==> src/rtl/rcq_pkg.sv <==
// ----------------------------------------------------------------------------
// rcq_pkg
// Shared types, register codes and the per-channel level function of the
// RGB cube palette quantizer.
// ----------------------------------------------------------------------------
package rcq_pkg;

  localparam int CFG_IDX_W  = 3;
  localparam int CFG_DATA_W = 9;

  localparam logic [CFG_IDX_W-1:0] REG_RED_LEVELS    = 3'd0;
  localparam logic [CFG_IDX_W-1:0] REG_GREEN_LEVELS  = 3'd1;
  localparam logic [CFG_IDX_W-1:0] REG_BLUE_LEVELS   = 3'd2;
  localparam logic [CFG_IDX_W-1:0] REG_DITHER_ENABLE = 3'd3;
  localparam logic [CFG_IDX_W-1:0] REG_MAP_ENABLE    = 3'd4;

  localparam logic [8:0] LEVELS_RESET = 9'd6;

  localparam logic FUNC_CONVERT     = 1'b0;
  localparam logic FUNC_TABLE_WRITE = 1'b1;

  typedef struct packed {
    logic        func;
    logic [7:0]  pixel_red;
    logic [7:0]  pixel_green;
    logic [7:0]  pixel_blue;
    logic [23:0] dither_noise;
    logic [7:0]  table_address;
    logic [7:0]  table_value;
  } in_item_t;

  typedef struct packed {
    logic [7:0] color_index;
    logic       index_overflow;
  } out_item_t;

  typedef struct packed {
    logic [CFG_IDX_W-1:0]  reg_index;
    logic [CFG_DATA_W-1:0] data;
  } cfg_write_t;

  typedef struct packed {
    logic [8:0] red_levels;
    logic [8:0] green_levels;
    logic [8:0] blue_levels;
    logic       dither_enable;
    logic       map_enable;
  } cfg_regs_t;

  // Scales one channel by its level count and returns the level (sum >> 8).
  function automatic logic [8:0] channel_level(input logic [7:0] c,
                                                input logic [8:0] lv,
                                                input logic [7:0] noise,
                                                input logic       dither);
    logic [17:0] prod;
    logic [17:0] cap;
    logic [17:0] sum;
    prod = 18'(c) * 18'(lv);
    cap  = (18'(lv) << 8) - 18'(lv);
    if (dither) begin
      sum = prod + 18'(noise);
      if (sum > cap) begin
        sum = cap;
      end
    end else begin
      sum = prod + 18'(lv[8:1]);
    end
    return sum[16:8];
  endfunction

endpackage

==> src/rtl/rcq_stream_if.sv <==
// ----------------------------------------------------------------------------
// rcq_stream_if
// Valid/ready channel carrying one payload per request.
// ----------------------------------------------------------------------------
interface rcq_stream_if #(
  parameter type payload_t = logic
) ();
  logic     valid;
  logic     ready;
  payload_t payload;

  modport source (output valid, output payload, input ready);
  modport sink (input valid, input payload, output ready);
endinterface

==> src/rtl/rgb_cube_palette_quantizer_core.sv <==
// ----------------------------------------------------------------------------
// rgb_cube_palette_quantizer_core
// Result stalls delay a pixel request's result. Throughput: one request per
// cycle while no result stall backs up the pipeline; the translation table
// RAM is read and written in the same pipeline stage, so table writes and
// lookups stay in order.
// Reset: the pipeline empties and the registers return to six levels per
// channel, rounding and direct index; the table is undefined until written.
// ----------------------------------------------------------------------------
module rgb_cube_palette_quantizer_core #(
  parameter int TABLE_DEPTH = 256
) (
  input  logic        clk,
  input  logic        rst_n,
  rcq_stream_if.sink   in_chan,
  rcq_stream_if.source out_chan,
  rcq_stream_if.sink   cfg_chan
);
  import rcq_pkg::*;

  localparam int AW = (TABLE_DEPTH > 1) ? $clog2(TABLE_DEPTH) : 1;
  localparam logic [31:0] DEPTH_W = 32'(TABLE_DEPTH);

  cfg_regs_t cfg;

  rcq_cfg u_cfg (
    .clk      (clk),
    .rst_n    (rst_n),
    .cfg_chan (cfg_chan),
    .cfg      (cfg)
  );

  logic v1_r, v2_r, v3_r, v4_r;
  logic v1_nxt, v2_nxt, v3_nxt, v4_nxt;
  logic go4, mv3, free3, free2, free1;

  // Stage 1: channel levels.
  logic        func1_r;
  logic [7:0]  addr1_r, val1_r;
  logic [8:0]  lvl_r1_r, lvl_g1_r, lvl_b1_r;
  logic [17:0] rg1_r;
  // Stage 2: weighted cube terms.
  logic        func2_r;
  logic [7:0]  addr2_r, val2_r;
  logic [8:0]  rterm2_r;
  logic [17:0] gterm2_r;
  logic [26:0] bterm2_r;
  // Stage 3: cube index and table access.
  logic        func3_r;
  logic [7:0]  addr3_r, val3_r;
  logic [27:0] cube3_r;
  // Stage 4: result select.
  logic        ovf4_r, use_ram4_r;
  logic [7:0]  direct4_r;

  logic [27:0] cube_nxt;
  logic        in_range3, ovf3, use_ram3, waddr_ok3;
  logic [15:0] waddr_wide;
  logic        ram_we, ram_re;
  logic [7:0]  ram_q;

  assign go4   = !v4_r || out_chan.ready;
  assign mv3   = v3_r && (func3_r || go4);
  assign free3 = !v3_r || mv3;
  assign free2 = !v2_r || free3;
  assign free1 = !v1_r || free2;

  assign in_chan.ready = free1;

  assign v1_nxt = free1 ? in_chan.valid : v1_r;
  assign v2_nxt = free2 ? v1_r : v2_r;
  assign v3_nxt = free3 ? v2_r : v3_r;
  assign v4_nxt = go4 ? (v3_r && !func3_r) : v4_r;

  always_ff @(posedge clk) begin
    if (!rst_n) begin
      v1_r <= 1'b0;
      v2_r <= 1'b0;
      v3_r <= 1'b0;
      v4_r <= 1'b0;
    end else begin
      v1_r <= v1_nxt;
      v2_r <= v2_nxt;
      v3_r <= v3_nxt;
      v4_r <= v4_nxt;
    end
  end

  always_ff @(posedge clk) begin
    if (free1) begin
      func1_r  <= in_chan.payload.func;
      addr1_r  <= in_chan.payload.table_address;
      val1_r   <= in_chan.payload.table_value;
      lvl_r1_r <= channel_level(in_chan.payload.pixel_red, cfg.red_levels,
                                in_chan.payload.dither_noise[7:0], cfg.dither_enable);
      lvl_g1_r <= channel_level(in_chan.payload.pixel_green, cfg.green_levels,
                                in_chan.payload.dither_noise[15:8], cfg.dither_enable);
      lvl_b1_r <= channel_level(in_chan.payload.pixel_blue, cfg.blue_levels,
                                in_chan.payload.dither_noise[23:16], cfg.dither_enable);
      rg1_r    <= 18'(cfg.red_levels) * 18'(cfg.green_levels);
    end
    if (free2) begin
      func2_r  <= func1_r;
      addr2_r  <= addr1_r;
      val2_r   <= val1_r;
      rterm2_r <= lvl_r1_r;
      gterm2_r <= 18'(lvl_g1_r) * 18'(cfg.red_levels);
      bterm2_r <= 27'(lvl_b1_r) * 27'(rg1_r);
    end
    if (free3) begin
      func3_r <= func2_r;
      addr3_r <= addr2_r;
      val3_r  <= val2_r;
      cube3_r <= cube_nxt;
    end
    if (go4) begin
      ovf4_r     <= ovf3;
      use_ram4_r <= use_ram3;
      direct4_r  <= cube3_r[7:0];
    end
  end

  assign cube_nxt = 28'(rterm2_r) + 28'(gterm2_r) + 28'(bterm2_r);

  assign in_range3 = 32'(cube3_r) < DEPTH_W;
  assign ovf3      = cfg.map_enable && !in_range3;
  assign use_ram3  = cfg.map_enable && in_range3;
  assign waddr_ok3 = 32'(addr3_r) < DEPTH_W;
  assign waddr_wide = 16'(addr3_r);

  assign ram_we = v3_r && func3_r && waddr_ok3;
  assign ram_re = mv3 && !func3_r && use_ram3;

  rcq_ram #(
    .WIDTH (8),
    .DEPTH (TABLE_DEPTH)
  ) u_table (
    .clk   (clk),
    .we    (ram_we),
    .waddr (waddr_wide[AW-1:0]),
    .wdata (val3_r),
    .re    (ram_re),
    .raddr (cube3_r[AW-1:0]),
    .rdata (ram_q)
  );

  assign out_chan.valid = v4_r;
  always_comb begin
    out_chan.payload.index_overflow = ovf4_r;
    if (use_ram4_r) begin
      out_chan.payload.color_index = ram_q;
    end else if (ovf4_r) begin
      out_chan.payload.color_index = 8'd0;
    end else begin
      out_chan.payload.color_index = direct4_r;
    end
  end

endmodule

==> src/rtl/rcq_ram.sv <==
// ----------------------------------------------------------------------------
// rcq_ram
// Generic single-write, single-read synchronous RAM with a registered read
// port that holds its data while no read is enabled.
// ----------------------------------------------------------------------------
module rcq_ram #(
  parameter int WIDTH = 8,
  parameter int DEPTH = 256,
  localparam int AW = (DEPTH > 1) ? $clog2(DEPTH) : 1
) (
  input  logic             clk,
  input  logic             we,
  input  logic [AW-1:0]    waddr,
  input  logic [WIDTH-1:0] wdata,
  input  logic             re,
  input  logic [AW-1:0]    raddr,
  output logic [WIDTH-1:0] rdata
);

  logic [WIDTH-1:0] mem [DEPTH];
  logic [WIDTH-1:0] rdata_r;

  always_ff @(posedge clk) begin
    if (we) begin
      mem[waddr] <= wdata;
    end
    if (re) begin
      rdata_r <= mem[raddr];
    end
  end

  assign rdata = rdata_r;

endmodule

==> src/rtl/rcq_cfg.sv <==
// ----------------------------------------------------------------------------
// rcq_cfg
// Configuration register file: level counts and mode bits, written one
// register per request.
// ----------------------------------------------------------------------------
module rcq_cfg (
  input  logic                clk,
  input  logic                rst_n,
  rcq_stream_if.sink          cfg_chan,
  output rcq_pkg::cfg_regs_t  cfg
);
  import rcq_pkg::*;

  cfg_regs_t cfg_r;
  cfg_regs_t cfg_nxt;

  assign cfg_chan.ready = 1'b1;

  always_comb begin
    cfg_nxt = cfg_r;
    if (cfg_chan.valid) begin
      unique case (cfg_chan.payload.reg_index)
        REG_RED_LEVELS:    cfg_nxt.red_levels    = cfg_chan.payload.data;
        REG_GREEN_LEVELS:  cfg_nxt.green_levels  = cfg_chan.payload.data;
        REG_BLUE_LEVELS:   cfg_nxt.blue_levels   = cfg_chan.payload.data;
        REG_DITHER_ENABLE: cfg_nxt.dither_enable = cfg_chan.payload.data[0];
        REG_MAP_ENABLE:    cfg_nxt.map_enable    = cfg_chan.payload.data[0];
        default:           cfg_nxt = cfg_r;
      endcase
    end
  end

  always_ff @(posedge clk) begin
    if (!rst_n) begin
      cfg_r.red_levels    <= LEVELS_RESET;
      cfg_r.green_levels  <= LEVELS_RESET;
      cfg_r.blue_levels   <= LEVELS_RESET;
      cfg_r.dither_enable <= 1'b0;
      cfg_r.map_enable    <= 1'b0;
    end else begin
      cfg_r <= cfg_nxt;
    end
  end

  assign cfg = cfg_r;

endmodule

==> src/flat_wrapper.sv <==
// flat-port wrapper written by rule: the top's interface ports become plain ports
module rgb_cube_palette_quantizer_core_flat import rcq_pkg::*;
#(
  parameter int TABLE_DEPTH = 256
)
  (clk, rst_n, in_chan_valid, in_chan_payload, in_chan_ready, out_chan_valid, out_chan_payload, out_chan_ready, cfg_chan_valid, cfg_chan_payload, cfg_chan_ready);
  rcq_stream_if #(.payload_t(in_item_t)) in_chan_i ();
  rcq_stream_if #(.payload_t(out_item_t)) out_chan_i ();
  rcq_stream_if #(.payload_t(cfg_write_t)) cfg_chan_i ();
  input  logic clk;
  input  logic rst_n;
  input wire logic [$bits(in_chan_i.valid)-1:0] in_chan_valid;
  input wire logic [$bits(in_chan_i.payload)-1:0] in_chan_payload;
  output wire logic [$bits(in_chan_i.ready)-1:0] in_chan_ready;
  output wire logic [$bits(out_chan_i.valid)-1:0] out_chan_valid;
  output wire logic [$bits(out_chan_i.payload)-1:0] out_chan_payload;
  input wire logic [$bits(out_chan_i.ready)-1:0] out_chan_ready;
  input wire logic [$bits(cfg_chan_i.valid)-1:0] cfg_chan_valid;
  input wire logic [$bits(cfg_chan_i.payload)-1:0] cfg_chan_payload;
  output wire logic [$bits(cfg_chan_i.ready)-1:0] cfg_chan_ready;
  assign in_chan_i.valid = in_chan_valid;
  assign in_chan_i.payload = in_chan_payload;
  assign in_chan_ready = in_chan_i.ready;
  assign out_chan_valid = out_chan_i.valid;
  assign out_chan_payload = out_chan_i.payload;
  assign out_chan_i.ready = out_chan_ready;
  assign cfg_chan_i.valid = cfg_chan_valid;
  assign cfg_chan_i.payload = cfg_chan_payload;
  assign cfg_chan_ready = cfg_chan_i.ready;
  rgb_cube_palette_quantizer_core #(.TABLE_DEPTH(TABLE_DEPTH)) u_core (.clk(clk), .rst_n(rst_n), .in_chan(in_chan_i), .out_chan(out_chan_i), .cfg_chan(cfg_chan_i));
endmodule
==> config.mk <==
export PLATFORM = sky130hd
export DESIGN_NAME = rgb_cube_palette_quantizer_core_flat
export DESIGN_NICKNAME = d
export VERILOG_FILES = /design/src/rtl/rcq_pkg.sv /design/src/rtl/rcq_stream_if.sv /design/src/rtl/rgb_cube_palette_quantizer_core.sv /design/src/rtl/rcq_ram.sv /design/src/rtl/rcq_cfg.sv /design/src/flat_wrapper.sv
export SDC_FILE = /design/constraint.sdc
export NUM_CORES = 2
export LEC_CHECK = 0
export ABC_AREA = 1
export BUFFER_PORTS_ARGS = -buffer_cell sky130_fd_sc_hd__buf_2
export CAP_MARGIN = 40
export CORE_ASPECT_RATIO = 0.8
export CORE_MARGIN = 2
export CORE_UTILIZATION = 60
export CTS_CLUSTER_DIAMETER = 60
export CTS_CLUSTER_SIZE = 30
export DETAILED_ROUTE_END_ITERATION = 7
export PLACE_DENSITY = 0.76
export SLEW_MARGIN = 0
export SYNTH_ARGS = -nofsm -noshare
export SYNTH_HDL_FRONTEND = slang
export SYNTH_SLANG_ARGS = --single-unit
==> constraint.sdc <==
create_clock -name clk -period 15.4 [get_ports clk]
set_clock_uncertainty 0.15 [all_clocks]
set_input_delay 3.08 -clock clk [delete_from_list [all_inputs] [get_ports clk]]
set_output_delay 3.08 -clock clk [all_outputs]
set_load 0.01 [all_outputs]
Word-level counts from Yosys, hierarchy flattened --
Memory sizes are Yosys's and may differ from the RTL's. A register that Yosys moved wholly into a read port is not among the register bits. Cells that the tools add are included.
Storage, ports and cells: memory bits (writable) 2048, bits in registers 221, output and inout port bits 12, logic and storage cells 89, memories kept 1, input bits 82
Memory list:
- u_core.u_table.mem | words 256, bits a word 8, read ports 1, clocked after Yosys merged registers in 1, wr ports 1, RTL line rcq_ram.sv:20 | logic [WIDTH-1:0] mem [DEPTH];
Cells by class: eq/ne operators 4, mux-type cells 10, $mul 6, magnitude comparators 4, reductions and logical operators 24, add/sub/neg operators 11
Operators with widths (count):
- $mux W17 | 6
- $add A17 B8 Y18 | 3
- $gt A18 B18 Y1 | 3
- $sub A17 B9 Y18 | 3
- $add A17 B8 Y17 | 3
- $mul A8 B9 Y17 | 3
- $mul A9 B9 Y18 | 2
- $add A28 B27 Y28 | 1
- $lt A28 B9 Y1 const B | 1
- $mul A9 B18 Y27 | 1
- $add A9 B18 Y19 | 1
- $mux W8 | 2
- $reduce_and A2 Y1 | 5
- $logic_and A1 B1 Y1 | 7
- $eq A3 B2 Y1 const B | 2
- $logic_not A1 Y1 | 6
- $logic_or A1 B1 Y1 | 5
- $eq A3 B1 Y1 const B | 1
- $eq A3 B3 Y1 const B | 1
- $logic_not A3 Y1 | 1
- $mux W1 | 2

Longest topological paths before layout --
depth after elaboration 7, mapped depth 41, depth with buffers taken out 40

Hierarchy --
A second synthesis with hierarchy kept.
Unflattened totals: cell total of the unflattened synthesis 11352, area, all modules 116315.3 um^2
By module, submodules not included:
- rcq_ram | seq. area each 61739.2 um^2, cells each 7003, area an instance 83476.3 um^2, instances 1
- rgb_cube_palette_quantizer_core | seq. area each 5725.5 um^2, cells each 4174, area an instance 31607.8 um^2, instances 1
- rcq_cfg | seq. area each 580.6 um^2, cells each 175, area an instance 1231.2 um^2, instances 1

Worst setup path after synthesis --
No wires, ideal clock.
path type input port to output port, start point input out_chan_ready, end point output in_chan_ready, arrival 6.009 ns, setup slack 6.161 ns, stages on the path 6, buffers on the path 0, required time 12.170 ns, cells stage by stage nor2_1 > inv_1 > nor2_1 > inv_1 > nor2_1 > nand2_1
Between the ends: word-level cells in the longest chain between the ends 6
Ends and longest elaborated chain:
- start: declaration | RTL line flat_wrapper.sv:17 | input wire logic [$bits(out_chan_i.ready)-1:0] out_chan_ready;
- $logic_or A1 B1 Y1 | RTL line rgb_cube_palette_quantizer_core.sv:62 | assign go4 = !v4_r || out_chan.ready;
- via u_core.go4 | RTL line rgb_cube_palette_quantizer_core.sv:35 | logic go4, mv3, free3, free2, free1;
- $logic_or A1 B1 Y1 | RTL line rgb_cube_palette_quantizer_core.sv:63 | assign mv3 = v3_r && (func3_r || go4);
- $logic_and A1 B1 Y1 | RTL line rgb_cube_palette_quantizer_core.sv:63
- $logic_or A1 B1 Y1 | RTL line rgb_cube_palette_quantizer_core.sv:64 | assign free3 = !v3_r || mv3;
- via u_core.free3 | RTL line rgb_cube_palette_quantizer_core.sv:35
- $logic_or A1 B1 Y1 | RTL line rgb_cube_palette_quantizer_core.sv:65 | assign free2 = !v2_r || free3;
- $logic_or A1 B1 Y1 | RTL line rgb_cube_palette_quantizer_core.sv:66 | assign free1 = !v1_r || free2;
- end: declaration | RTL line flat_wrapper.sv:14 | output wire logic [$bits(in_chan_i.ready)-1:0] in_chan_ready;
The timed path passes the listed nets, and every way through them passes these cells.

Final worst setup path --
start point input in_chan_payload[58], end point register u_core.lvl_r1_r[4] (data pin)
Between the ends: word-level cells in the longest chain between the ends 5, elaborated cells between the ends (all ways) 6, classes of those cells add/sub: 2; mul: 1; order compare: 1; mux: 2
Ends and longest elaborated chain:
- start: declaration | RTL line flat_wrapper.sv:13 | input wire logic [$bits(in_chan_i.payload)-1:0] in_chan_payload;
- $mul A8 B9 Y17 (*) | RTL line rcq_pkg.sv:58 | prod = 18'(c) * 18'(lv);
- $add A17 B8 Y18 | RTL line rcq_pkg.sv:61 | sum = prod + 18'(noise);
- $gt A18 B18 Y1 | RTL line rcq_pkg.sv:62 | if (sum > cap) begin
- $mux W17 | RTL line rcq_pkg.sv:62
- $mux W17 (*) | RTL line rcq_pkg.sv:60 | if (dither) begin
- end signal: assignment | RTL line rgb_cube_palette_quantizer_core.sv:94 | lvl_r1_r <= channel_level(in_chan.payload.pixel_red, cfg.red_levels,
- end: declaration | RTL line rgb_cube_palette_quantizer_core.sv:40 | logic [8:0] lvl_r1_r, lvl_g1_r, lvl_b1_r;
Every way passes the cells marked *; elsewhere a longest branch is shown, timed or not. A chain may end at the register's enable or synchronous reset.

==> metrics.cfg <==
[run_status]
status=finished with violations
violations=design-rule violations

[placement]
gp_congestion=0.919
hpwlAfterDp_microns=186000
dp_slack_ps=5660
place_inst=13097
portBuffers=92

[worst_setup_path]
critPathCaptureType=flip-flop
crit_type=input port to flip-flop
cp_slowest_cell=fa_1
arrival_ps=9320
cpPeakStageDelay_ps=500
cp_common_cell=nand2_1
critPathMaxFanout=11
critical_path_required_ps=15760
cp-start-kind=input port

[synthesis]
synth_compound_area_share_pct=6.63
synthAdderAreaFrac_pct=9.99
synthXorXnorAreaFrac_pct=1.31
synthCells=10967
synth_warnings=0
yosysUniqueCellTypes=49
yosys-top-cells-area=edfxtp_1, nand2_1, fa_1
synth_top_area_share_pct=58.6
syn_area_sq_mm=0.115
async_flop_share_pct=0
syn-num-nets=11760
yosys.area.top_type=edfxtp_1
synthSimpleGateAreaFrac_pct=16.4
synth_edf_count=2244
ys.flop_type=edfxtp_1
synthMuxAreaShare_pct=0
yosysSeqAreaShare_pct=59.2
synth_top_family_by_area=simple AND/OR/NAND/NOR gates
syn_area_per_cell_sq_um=10.5
ys_ff_latch=2277

[pwr]
p_per_area_mw_per_mm2=152
p_leak_nw=48.5
ir_worst_vdd_mv=0.159

[clock_network]
cts_tree=done
clk_pin_slew_worst_paths_ps=100
ctsHoldBuffers=0
cts_buffers=117
cts_resized=0
htreeDepth=3
cts_root_buf=clkbuf_16
cts_sinks=2277
cts_max_path_buffers=3
cts_setup_buffers=0
worstSkewPairLatency_ps=830

[die]
dieArea_sq_mm=0.195
die_w_microns=493
rows=143
num_io_pins=94
die_h_microns=395
initial_core_util_pct=60.4
coreArea_sq_mm=0.190

[cells_and_area]
fill_cells=14375
final_cells=13322
layout-drive-gt1-share_pct=4.11
nNetsFinal=11476
syn2layout_area_growth_pct=5.59

[global_route]
first_global_vias=77318
grt.total_usage_pct=30.0
grt_pass1_wl_microns=452000
grt_max_degree=245
grt_overflow=0
antenna_found_initial=17

[hold_path]
worstHoldPathType=flip-flop to flip-flop

[route]
post_drt_wl_per_cell_microns=22.3
ant_nets=0
drt_iter0_markers=11126
via_per_inst=6.04
first_pass_iters=8
drc_errors=1
vias=80472
wirelength_microns=297000

[sta]
tns_ps=0
final.min_clock_period_ps=8960
fin_ws_ps=6440
setup_viol=0
worstMarginPinSlew_ps=1250
slew_headroom_pct=17.0
rsz0062_at_grt=false
finalHoldViolCount=0
final_max_slew_viol_count=0
period_share_pct=58.2
fmax_mhz=112

[job]
drv_cap=0

-- cells in the mapped netlist, types with 2 or more instances --
cell and instances:
buf_6 30, o211ai_1 13, buf_4 27, o22ai_1 306, nand4_1 34, o21ai_1 76, nor4_1 12, edfxtp_1 2244
xnor2_1 35, nand2_1 2225, o21bai_1 12, buf_8 2, a21o_1 10, o21ai_0 721, clkbuf_1 339, buf_2 157
dfxtp_1 33, nor2_2 4, nor3_1 19, o2111ai_1 3, o21a_1 4, buf_1 64, inv_2 3, ha_1 367
nand3_1 1207, o221ai_1 3, xor2_1 137, or2_2 4, clkbuf_2 4, nor2_1 1066, fa_1 344, a31oi_1 11
nand3b_1 6, and2_1 2, a21oi_1 250, inv_1 1180
-- through the flow --
step / cell area, sq um / total power [W] / util (%) / hold WS, ps
final: 121000 / 0.0184 / 63.8 / 211
after global routing: 121000 / 0.0193 / 63.8 / 219
after CTS: 121000 / 0.0183 / 63.8 / 212
after detailed placement: 117000 / 0.0145 / 61.5 / 255
after global placement: 117000 / 0.0143 / 61.3 / 253
after floorplan: 115000 / 0.0124 / - / 250
-- kinds of logic (layout without fill, tap and decap cells) --
group,Yosys count,in the layout
AOI/OAI and AO/OA,1415,1415
other,1,4
buffers and inverters,1810,1625
and+or+nand+nor,4581,4581
xor gates and xnor gates,172,172
DFF,2277,2277
adders and majority gates,711,711
-- critical path, delay by kind of cell --
family	cells	cell delay, ps
adders and majority gates	7	2910
and+or+nand+nor	16	1970
buffers and inverters	8	820
xor gates and xnor gates	2	440
AOI/OAI and AO/OA	1	140
-- layout by cell type (no fill, tap or decap), types with 102 or more instances in the layout --
master	netlist	routed
ha_1	367	367
inv_1	1180	1175
buf_4	27	102
fa_1	344	344
nor2_1	1066	1066
clkbuf_16	0	118
xor2_1	137	137
a21oi_1	250	250
o21ai_0	721	721
edfxtp_1	2244	2244
nand2_1	2225	2224
nand3_1	1207	1207
o22ai_1	306	306
-- layout make-up --
cell class / count / area, sq um / share of cell area, %
diodes: 3 / 7.51 / 0.00619
clock buffers: 126 / 2980 / 2.46
clock inverters: 92 / 1290 / 1.06
well taps: 2537 / 3170 / 2.62
inverters: 1186 / 4500 / 3.71
repair buffers: 221 / 1820 / 1.50
multi-input cells: 6880 / 39500 / 32.6
flip-flops and latches: 2277 / 68000 / 56.1
-- power by group --
| part | internal [W] | switching [W] |
|---|---|---|
| logic | 0.00217 | 0.00530 |
| registers | 0.00698 | 0.000161 |
| clock network | 0.00162 | 0.00219 |
-- worst paths after layout --
path	cells past startpoint	end	startpoint	slack, ps
worst max-delay path	34	u_core.lvl_r1_r[4]	in_chan_payload[58]	6440
worst max register to register	34	u_core.lvl_r1_r[4]	u_core.u_cfg.cfg[22]	8390
worst min register to register	0	u_core.addr3_r[5]	u_core.addr2_r[5]	210
worst min-delay path	0	u_core.addr3_r[5]	u_core.addr2_r[5]	210
-- routing by layer --
metal | routed length, microns | track usage (%)
met1 | 117000 | 42.5
met2 | 135000 | 46.7
met3 | 34200 | 6.25
met4 | 10900 | 9.93
met5 | 93 | 0
-- sequential cells by signal (all words and copies together), names as in the netlist, 18 cells and up --
| register | flops |
|---|---|
| u_core.u_table.mem | 2048 |
| u_core.u_cfg.cfg | 29 |
| u_core.rg1_r | 18 |
| u_core.bterm2_r | 27 |
| u_core.gterm2_r | 18 |
| u_core.cube3_r | 28 |
(Power assumes the default switching activity.)
